`config.mk`:
```
export PLATFORM = sky130hd
export DESIGN_NAME = char_lcd_nibble_write_sequencer
export DESIGN_NICKNAME = d
export VERILOG_FILES = /design/src/rtl/clnws_pkg.sv /design/src/rtl/clnws_front.sv /design/src/rtl/clnws_queue.sv /design/src/rtl/clnws_back.sv /design/src/rtl/char_lcd_nibble_write_sequencer.sv
export SDC_FILE = /design/constraint.sdc
export NUM_CORES = 1
export LEC_CHECK = 0
export ABC_AREA = 1
export BUFFER_PORTS_ARGS = -buffer_cell sky130_fd_sc_hd__buf_2
export CAP_MARGIN = 20
export CORE_UTILIZATION = 45
export CTS_BUF_LIST = sky130_fd_sc_hd__clkbuf_8
export CTS_CLUSTER_DIAMETER = 200
export DETAILED_ROUTE_END_ITERATION = 7
export GPL_TIMING_DRIVEN = 0
export PLACE_DENSITY = 0.68
export SYNTH_ARGS = -nofsm -noshare
export SYNTH_HDL_FRONTEND = slang
export SYNTH_SLANG_ARGS = --single-unit
```
`constraint.sdc`:
```
create_clock -name i_clk -period 1.8 [get_ports i_clk]
set_input_delay 0 -clock i_clk [delete_from_list [all_inputs] [get_ports i_clk]]
set_output_delay 0 -clock i_clk [all_outputs]
set_load 0.03 [all_outputs]
```
`src/rtl/clnws_pkg.sv`:
```
// Package for the character LCD nibble write sequencer.
// Request codes, job descriptor type, port bit masks and hold constants.
// No dependencies.
`timescale 1ns / 1ps

package clnws_pkg;

    localparam logic [2:0] REQ_DATA   = 3'd0;
    localparam logic [2:0] REQ_CMD    = 3'd1;
    localparam logic [2:0] REQ_CURSOR = 3'd2;
    localparam logic [2:0] REQ_CLEAR  = 3'd3;
    localparam logic [2:0] REQ_INIT   = 3'd4;

    localparam logic [7:0] NIBBLE_MASK    = 8'hF0;
    localparam logic [7:0] LOW_KEEP       = 8'h0F;
    localparam logic [7:0] RS_BIT         = 8'h01;
    localparam logic [7:0] E_BIT          = 8'h04;
    localparam logic [7:0] CMD_CLEAR_BYTE = 8'h01;

    localparam logic [15:0] HOLD_NONE  = 16'd0;
    localparam logic [15:0] HOLD_BYTE  = 16'd1000;
    localparam logic [15:0] HOLD_CLEAR = 16'd3000;
    localparam logic [15:0] HOLD_LEAD  = 16'd40000;
    localparam logic [15:0] HOLD_E     = 16'd100;

    typedef struct packed {
        logic       is_init;
        logic       is_data;
        logic       is_clear;
        logic [7:0] value;
    } t_job;

    function automatic logic [7:0] init_byte(input logic [1:0] idx);
        case (idx)
            2'd0:    init_byte = 8'h28;
            2'd1:    init_byte = 8'h0C;
            2'd2:    init_byte = 8'h01;
            default: init_byte = 8'h06;
        endcase
    endfunction

    function automatic logic [7:0] init_nibble(input logic [1:0] idx);
        init_nibble = (idx == 2'd3) ? 8'h20 : 8'h30;
    endfunction

    function automatic logic [15:0] init_pulse_tail(input logic [1:0] idx);
        case (idx)
            2'd0:    init_pulse_tail = 16'd6100;
            2'd1:    init_pulse_tail = 16'd400;
            default: init_pulse_tail = 16'd2100;
        endcase
    endfunction

endpackage

```
`src/rtl/clnws_front.sv`:
```
// Front stage: accepts request words, drops unknown codes, builds job descriptors.
// Depends on clnws_pkg.
`timescale 1ns / 1ps

module clnws_front
    import clnws_pkg::*;
(
    input  logic       i_clk,
    input  logic       i_rst_n,
    input  logic       i_valid,
    output logic       o_ready,
    input  logic [2:0] i_command,
    input  logic [7:0] i_byte_value,
    input  logic [7:0] i_row,
    input  logic [7:0] i_col,
    output logic       o_job_valid,
    input  logic       i_job_ready,
    output t_job       o_job
);

    logic r_valid;
    logic n_valid;
    t_job r_job;
    t_job n_job;
    logic known;

    assign o_ready     = !r_valid || i_job_ready;
    assign o_job_valid = r_valid;
    assign o_job       = r_job;

    always_comb begin
        known = 1'b1;
        n_job = '0;
        case (i_command)
            REQ_DATA: begin
                n_job.is_data = 1'b1;
                n_job.value   = i_byte_value;
            end
            REQ_CMD: begin
                n_job.value = i_byte_value;
            end
            REQ_CURSOR: begin
                n_job.value = {1'b1, i_row[0], 2'b00, i_col[3:0]};
            end
            REQ_CLEAR: begin
                n_job.is_clear = 1'b1;
                n_job.value    = CMD_CLEAR_BYTE;
            end
            REQ_INIT: begin
                n_job.is_init = 1'b1;
            end
            default: begin
                known = 1'b0;
            end
        endcase
    end

    always_comb begin
        n_valid = r_valid;
        if (i_valid && o_ready) begin
            n_valid = known;
        end else if (i_job_ready) begin
            n_valid = 1'b0;
        end
    end

    always_ff @(posedge i_clk) begin
        if (!i_rst_n) begin
            r_valid <= 1'b0;
        end else begin
            r_valid <= n_valid;
        end
    end

    always_ff @(posedge i_clk) begin
        if (i_valid && o_ready) begin
            r_job <= n_job;
        end
    end

endmodule

```
`src/rtl/clnws_queue.sv`:
```
// Short job queue between front and back stages.
// Depends on clnws_pkg.
`timescale 1ns / 1ps

module clnws_queue
    import clnws_pkg::*;
#(
    parameter int DEPTH = 2
) (
    input  logic i_clk,
    input  logic i_rst_n,
    input  logic i_push,
    output logic o_full,
    input  t_job i_job,
    input  logic i_pop,
    output logic o_empty,
    output t_job o_job
);

    localparam int AW = (DEPTH > 1) ? $clog2(DEPTH) : 1;
    localparam int CW = $clog2(DEPTH + 1);
    localparam logic [AW-1:0] LAST_PTR = AW'(DEPTH - 1);
    localparam logic [CW-1:0] FULL_CNT = CW'(DEPTH);

    t_job            r_mem [DEPTH];
    logic [AW-1:0]   r_wr_ptr;
    logic [AW-1:0]   r_rd_ptr;
    logic [CW-1:0]   r_count;
    logic            do_push;
    logic            do_pop;

    assign o_full  = (r_count == FULL_CNT);
    assign o_empty = (r_count == '0);
    assign o_job   = r_mem[r_rd_ptr];
    assign do_push = i_push && !o_full;
    assign do_pop  = i_pop && !o_empty;

    always_ff @(posedge i_clk) begin
        if (!i_rst_n) begin
            r_wr_ptr <= '0;
            r_rd_ptr <= '0;
            r_count  <= '0;
        end else begin
            if (do_push) begin
                r_wr_ptr <= (r_wr_ptr == LAST_PTR) ? '0 : r_wr_ptr + 1'b1;
            end
            if (do_pop) begin
                r_rd_ptr <= (r_rd_ptr == LAST_PTR) ? '0 : r_rd_ptr + 1'b1;
            end
            if (do_push && !do_pop) begin
                r_count <= r_count + 1'b1;
            end else if (do_pop && !do_push) begin
                r_count <= r_count - 1'b1;
            end
        end
    end

    always_ff @(posedge i_clk) begin
        if (do_push) begin
            r_mem[r_wr_ptr] <= i_job;
        end
    end

endmodule

```
`src/rtl/clnws_back.sv`:
```
// Back stage: expands one job into port states, one per cycle while not stalled by i_ready,
// into an output register. Tracks the port latch. Depends on clnws_pkg.
`timescale 1ns / 1ps

module clnws_back
    import clnws_pkg::*;
(
    input  logic        i_clk,
    input  logic        i_rst_n,
    input  logic        i_job_valid,
    output logic        o_job_pop,
    input  t_job        i_job,
    output logic        o_valid,
    input  logic        i_ready,
    output logic [7:0]  o_port_value,
    output logic [15:0] o_hold_us,
    output logic        o_last
);

    localparam logic [1:0] PH_LEAD  = 2'd0;
    localparam logic [1:0] PH_PULSE = 2'd1;
    localparam logic [1:0] PH_BYTE  = 2'd2;

    logic        r_busy;
    logic [1:0]  r_phase;
    logic [1:0]  r_idx;
    logic [2:0]  r_sub;
    t_job        r_job;
    logic [7:0]  r_latch;
    logic        r_out_valid;
    logic [7:0]  r_port;
    logic [15:0] r_hold;
    logic        r_last;

    logic        adv;
    logic [7:0]  s_port;
    logic [15:0] s_hold;
    logic        s_last;
    logic [7:0]  b_value;
    logic [7:0]  b_base;
    logic [7:0]  b_rs;
    logic [15:0] b_tail;

    assign o_valid      = r_out_valid;
    assign o_port_value = r_port;
    assign o_hold_us    = r_hold;
    assign o_last       = r_last;
    assign o_job_pop    = !r_busy && i_job_valid;
    assign adv          = r_busy && (!r_out_valid || i_ready);

    always_comb begin
        b_value = r_job.is_init ? init_byte(r_idx) : r_job.value;
        b_rs    = (!r_job.is_init && r_job.is_data) ? RS_BIT : 8'h00;
        b_tail  = (!r_job.is_init && r_job.is_clear) ? HOLD_CLEAR : HOLD_BYTE;
        b_base  = ((r_sub < 3'd3) ? (b_value & NIBBLE_MASK) : {b_value[3:0], 4'h0}) | b_rs;
        s_port  = r_latch;
        s_hold  = HOLD_NONE;
        s_last  = 1'b0;
        case (r_phase)
            PH_LEAD: begin
                s_port = r_latch;
                s_hold = HOLD_LEAD;
            end
            PH_PULSE: begin
                case (r_sub)
                    3'd0: begin
                        s_port = (r_latch & LOW_KEEP) | init_nibble(r_idx);
                    end
                    3'd1: begin
                        s_port = r_latch | E_BIT;
                        s_hold = HOLD_E;
                    end
                    default: begin
                        s_port = r_latch & ~E_BIT;
                        s_hold = init_pulse_tail(r_idx);
                    end
                endcase
            end
            default: begin
                case (r_sub)
                    3'd1, 3'd4: s_port = b_base | E_BIT;
                    default:    s_port = b_base;
                endcase
                if (r_sub == 3'd5) begin
                    s_hold = b_tail;
                    s_last = !r_job.is_init || (r_idx == 2'd3);
                end
            end
        endcase
    end

    always_ff @(posedge i_clk) begin
        if (!i_rst_n) begin
            r_busy      <= 1'b0;
            r_phase     <= PH_LEAD;
            r_idx       <= '0;
            r_sub       <= '0;
            r_latch     <= '0;
            r_out_valid <= 1'b0;
        end else begin
            if (o_job_pop) begin
                r_busy  <= 1'b1;
                r_phase <= i_job.is_init ? PH_LEAD : PH_BYTE;
                r_idx   <= '0;
                r_sub   <= '0;
            end else if (adv) begin
                r_latch <= s_port;
                case (r_phase)
                    PH_LEAD: begin
                        r_phase <= PH_PULSE;
                        r_idx   <= '0;
                        r_sub   <= '0;
                    end
                    PH_PULSE: begin
                        if (r_sub == 3'd2) begin
                            r_sub <= '0;
                            r_idx <= r_idx + 1'b1;
                            if (r_idx == 2'd3) begin
                                r_phase <= PH_BYTE;
                            end
                        end else begin
                            r_sub <= r_sub + 1'b1;
                        end
                    end
                    default: begin
                        if (r_sub == 3'd5) begin
                            r_sub <= '0;
                            r_idx <= r_idx + 1'b1;
                            if (s_last) begin
                                r_busy <= 1'b0;
                            end
                        end else begin
                            r_sub <= r_sub + 1'b1;
                        end
                    end
                endcase
            end
            if (adv) begin
                r_out_valid <= 1'b1;
            end else if (i_ready) begin
                r_out_valid <= 1'b0;
            end
        end
    end

    always_ff @(posedge i_clk) begin
        if (o_job_pop) begin
            r_job <= i_job;
        end
        if (adv) begin
            r_port <= s_port;
            r_hold <= s_hold;
            r_last <= s_last;
        end
    end

endmodule

```
`src/rtl/char_lcd_nibble_write_sequencer.sv`:
```
// Character LCD 4-bit write sequencer: request words in, port state words out.
// A request passes the front register, queue and back stage before its first port state.
// Throughput: one port state per cycle unless i_ready stalls it; each job is first loaded
// into the back-stage job register; init runs the lead, pulse and byte phases in order.
// Synchronous active-low reset empties the queue and clears the port latch to zero.
`timescale 1ns / 1ps

module char_lcd_nibble_write_sequencer
    import clnws_pkg::*;
#(
    parameter int QUEUE_DEPTH = 2
) (
    input  logic        i_clk,
    input  logic        i_rst_n,
    input  logic        i_valid,
    output logic        o_ready,
    input  logic [2:0]  i_command,
    input  logic [7:0]  i_byte_value,
    input  logic [7:0]  i_row,
    input  logic [7:0]  i_col,
    output logic        o_valid,
    input  logic        i_ready,
    output logic [7:0]  o_port_value,
    output logic [15:0] o_hold_us,
    output logic        o_last
);

    logic f_valid;
    logic q_full;
    logic q_empty;
    logic b_pop;
    t_job f_job;
    t_job q_job;

    clnws_front u_front (
        .i_clk        (i_clk),
        .i_rst_n      (i_rst_n),
        .i_valid      (i_valid),
        .o_ready      (o_ready),
        .i_command    (i_command),
        .i_byte_value (i_byte_value),
        .i_row        (i_row),
        .i_col        (i_col),
        .o_job_valid  (f_valid),
        .i_job_ready  (!q_full),
        .o_job        (f_job)
    );

    clnws_queue #(
        .DEPTH (QUEUE_DEPTH)
    ) u_queue (
        .i_clk   (i_clk),
        .i_rst_n (i_rst_n),
        .i_push  (f_valid),
        .o_full  (q_full),
        .i_job   (f_job),
        .i_pop   (b_pop),
        .o_empty (q_empty),
        .o_job   (q_job)
    );

    clnws_back u_back (
        .i_clk        (i_clk),
        .i_rst_n      (i_rst_n),
        .i_job_valid  (!q_empty),
        .o_job_pop    (b_pop),
        .i_job        (q_job),
        .o_valid      (o_valid),
        .i_ready      (i_ready),
        .o_port_value (o_port_value),
        .o_hold_us    (o_hold_us),
        .o_last       (o_last)
    );

endmodule
```
==> flow_metrics.py <==
metrics = {
    "pwr": {
        "total_power_uw": 6661,
        "vdd_drop_max_mv": 0.6201,
        "p_per_area_mw_per_mm2": 1469,
        "p_leak_uw": 0.001908,
    },
    "die": {
        "num_rows": 32,
        "fp.dieH_um": 92.81,
        "ioPinCount": 58,
        "fp.coreArea_sq_mm": 0.007848,
        "initial_utilization": 0.4729,
        "fp.dieW_um": 92.81,
        "design.die.area_sq_mm": 0.008614,
    },
    "placed_design": {
        "place_hpwl_mm": 4.531,
        "numPortBuffers": 41,
        "gp_congestion": 0.8134,
    },
    "clock_tree": {
        "cts_tree": "done",
        "clk_latency_ps": 360,
        "clock_sinks": 86,
        "cts_made_buffers": 9,
        "clkTransAtPathRegs_ps": 80,
        "clock_path_buffers": 2,
        "cts_max_level": 3,
        "cts-root-buf": "clkbuf_8",
    },
    "logic_synthesis": {
        "avgSynthCellArea_sq_um": 10.98,
        "synth_flop_cell": "edfxtp_1",
        "ys_ff_latch": 86,
        "syn_inst": 338,
        "yosysTopAreaCellShare": 0.5098,
        "synth_cell_type_count": 38,
        "ys_seq_area_frac": 0.6339,
        "synth_top_area_cell": "edfxtp_1",
        "syn_area_sq_mm": 0.003711,
        "synth_edf_count": 63,
        "synth_area_leaders": "edfxtp_1, dfxtp_1, nand2_1",
        "synth-async-reset-ratio": 0,
        "ys_warn_count": 0,
    },
    "finish": {
        "seq_area_sq_mm": 0.002352,
        "antenna_cells": 0,
        "final_common_cell": "edfxtp_1",
        "multiInputGateArea_sq_mm": 0.001096,
        "nNetsFinal": 451,
        "area_growth_pct": 22.22,
        "final_cell_mix": "edfxtp_1, nand2_1, buf_2",
        "fill_cells": 672,
        "drive_above_1_share": 0.2458,
    },
    "drt": {
        "vias_per_cell": 4.879,
        "vias": 2542,
        "post_drt_wl_per_cell_um": 12.68,
        "routed_wl_mm": 6.605,
        "drtIter0Drc": 83,
        "drc": 0,
        "first_pass_iters": 4,
        "drtAntennaViolNets": 0,
    },
    "grt": {
        "antenna_found_initial": 0,
        "grt_start_max_net_pins": 29,
        "grt_pass1_vias": 2432,
        "grt_pass1_wl_mm": 11.03,
        "grt_util_all_layers": 0.1707,
        "grt_overflow": 0,
    },
    "critical_path": {
        "setup.worst_path.start": "u_queue.r_count[0]",
        "cp-end-kind": "register",
        "r2r_setup_slack_ps": 100,
        "worstPathCellList": "inv_1, a21oi_4, inv_1, ha_1, a21oi_1, o21ai_0, o21ai_0, a21oi_1",
        "critical_path.max_stage_delay_ps": 370,
        "worst_setup_path_start_kind": "register",
        "r2r-end": "u_queue.r_count[1]",
        "cp.arrival_ps": 1950,
        "crit_path_top_delay_cell": "dfxtp_1",
        "cp_max_fo": 5,
        "critPathKind": "reg2reg",
        "critPathRequiredTime_ps": 2050,
        "rr_startpoint": "u_queue.r_count[0]",
        "reg2regPathDepth": 8,
    },
    "sta": {
        "fin_crit_sh": 0.9467,
        "slew_viol_final": 0,
        "fin_crit_ps": 1704,
        "setup_viol": 0,
        "fin_tns_setup_ps": 0,
        "worstMarginPinSlew_ps": 619.9,
        "slew_headroom": 0.5863,
        "timing.fmax_ghz": 0.5868,
        "hold_viol": 0,
        "skew_ps": 7.839,
        "rsz0062_at_grt": "no",
    },
    "min_path": {
        "min_path_cells": 3,
        "hp-class": "in2reg",
        "whs_endpoint": "u_front.o_job[8]",
        "hold_start": "i_command[1]",
    },
    "run_status": {
        "status": "finished, final reports clean",
    },
    "flow_run": {
        "drv_cap": 0,
    },
}
==> worst max-delay path, delay by kind of cell (launching register included) <==
family	cells	cell delay, ps
adders and majority gates	1	340
AOI/OAI and AO/OA	5	650
DFF	1	370
buffers and inverters	2	230
==> cells in the mapped netlist (2+ instances only) <==
master,count
o21ai_0,17
clkbuf_8,2
nand3_1,37
nor3_1,2
a21oi_4,2
a21oi_1,16
edfxtp_1,63
nand2_1,61
nand3_2,2
ha_1,6
dfxtp_1,23
nor2_1,21
inv_1,33
buf_4,6
xor2_1,2
inv_2,6
clkinv_1,2
nand4_1,2
mux2_2,10
nand2_2,5
buf_6,3
==> routing by layer <==
metal  global-route usage  wire [um]
met5                    0          0
met4              0.07436        100
met3              0.05993        322
met2               0.2984       3419
met1               0.1858       2762
==> report_power, final <==
part / switching [uW] / total (uW) / internal, uW / leakage [uW]
registers: 183 / 2860 / 2680 / 0.000785
clock network: 692 / 1760 / 1070 / 0.000126
logic: 1350 / 2040 / 692 / 0.000997
==> final cells by class <==
type | instances | share of cell area
Sequential cell | 86 | 0.5186
Multi-Input combinational cell | 200 | 0.2417
Timing Repair Buffer | 62 | 0.09103
Inverter | 42 | 0.03586
Clock inverter | 7 | 0.03172
Tap cell | 102 | 0.02814
Clock buffer | 9 | 0.02731
Buffer | 13 | 0.02566
==> kinds of logic (layout without fill, tap and decap cells) <==
kind of cell,after synthesis,count (layout),synth area share
buffers and inverters,55,133,0.07518
other,1,4,0.001010
muxes,10,10,0.03034
xor gates and xnor gates,2,2,0.004721
AOI/OAI and AO/OA,43,43,0.06878
adders and majority gates,6,6,0.02023
DFF,86,86,0.6338
and+or+nand+nor,135,135,0.1659
==> sequential cells by signal, indices dropped and copies added (netlist names), 2 cells and up, named ones only <==
name	count
u_queue.r_count	2
u_back.r_phase	2
u_back.o_hold_us	10
u_back.r_job	11
u_front.o_job	11
u_back.r_latch	8
u_back.r_sub	3
u_back.r_idx	2
u_back.o_port_value	8
u_queue.r_mem	22
==> worst max-delay path by stage <==
stage	end	slack [ps]	depth (start not counted)
final	u_queue.r_count[1]	100	8
after global routing	u_queue.r_count[1]	20	8
after CTS	u_queue.r_mem[1][2]	20	3
after detailed placement	u_queue.r_count[1]	-260	8
after global placement	u_queue.r_count[1]	-190	8
after floorplan	u_queue.r_count[1]	40	8
==> stage by stage <==
step | util | std cells | setup WS [ps] | hold WS, ps | cell area (sq um)
after floorplan | - | 341 | 35.04 | 157.9 | 3722
after detailed placement | 0.5167 | 484 | -261.3 | 304.3 | 4055
final | 0.5780 | 521 | 95.96 | 116.8 | 4536
after global routing | 0.5780 | 521 | 20.17 | 112.6 | 4536
after global placement | 0.5167 | 484 | -190.7 | 292.3 | 4055
after CTS | 0.5786 | 522 | 16.66 | 82.81 | 4541
==> what timing repair did <==
action	4_1_cts	5_1_grt
pin swaps	1	0
setup endpoints to repair	2	25
setup buffers	1	0
endpoints found under the hold margin	20	0
hold buffers	21	0
resized for setup	0	4
No activity file was read; power rests on OpenSTA's default activity.
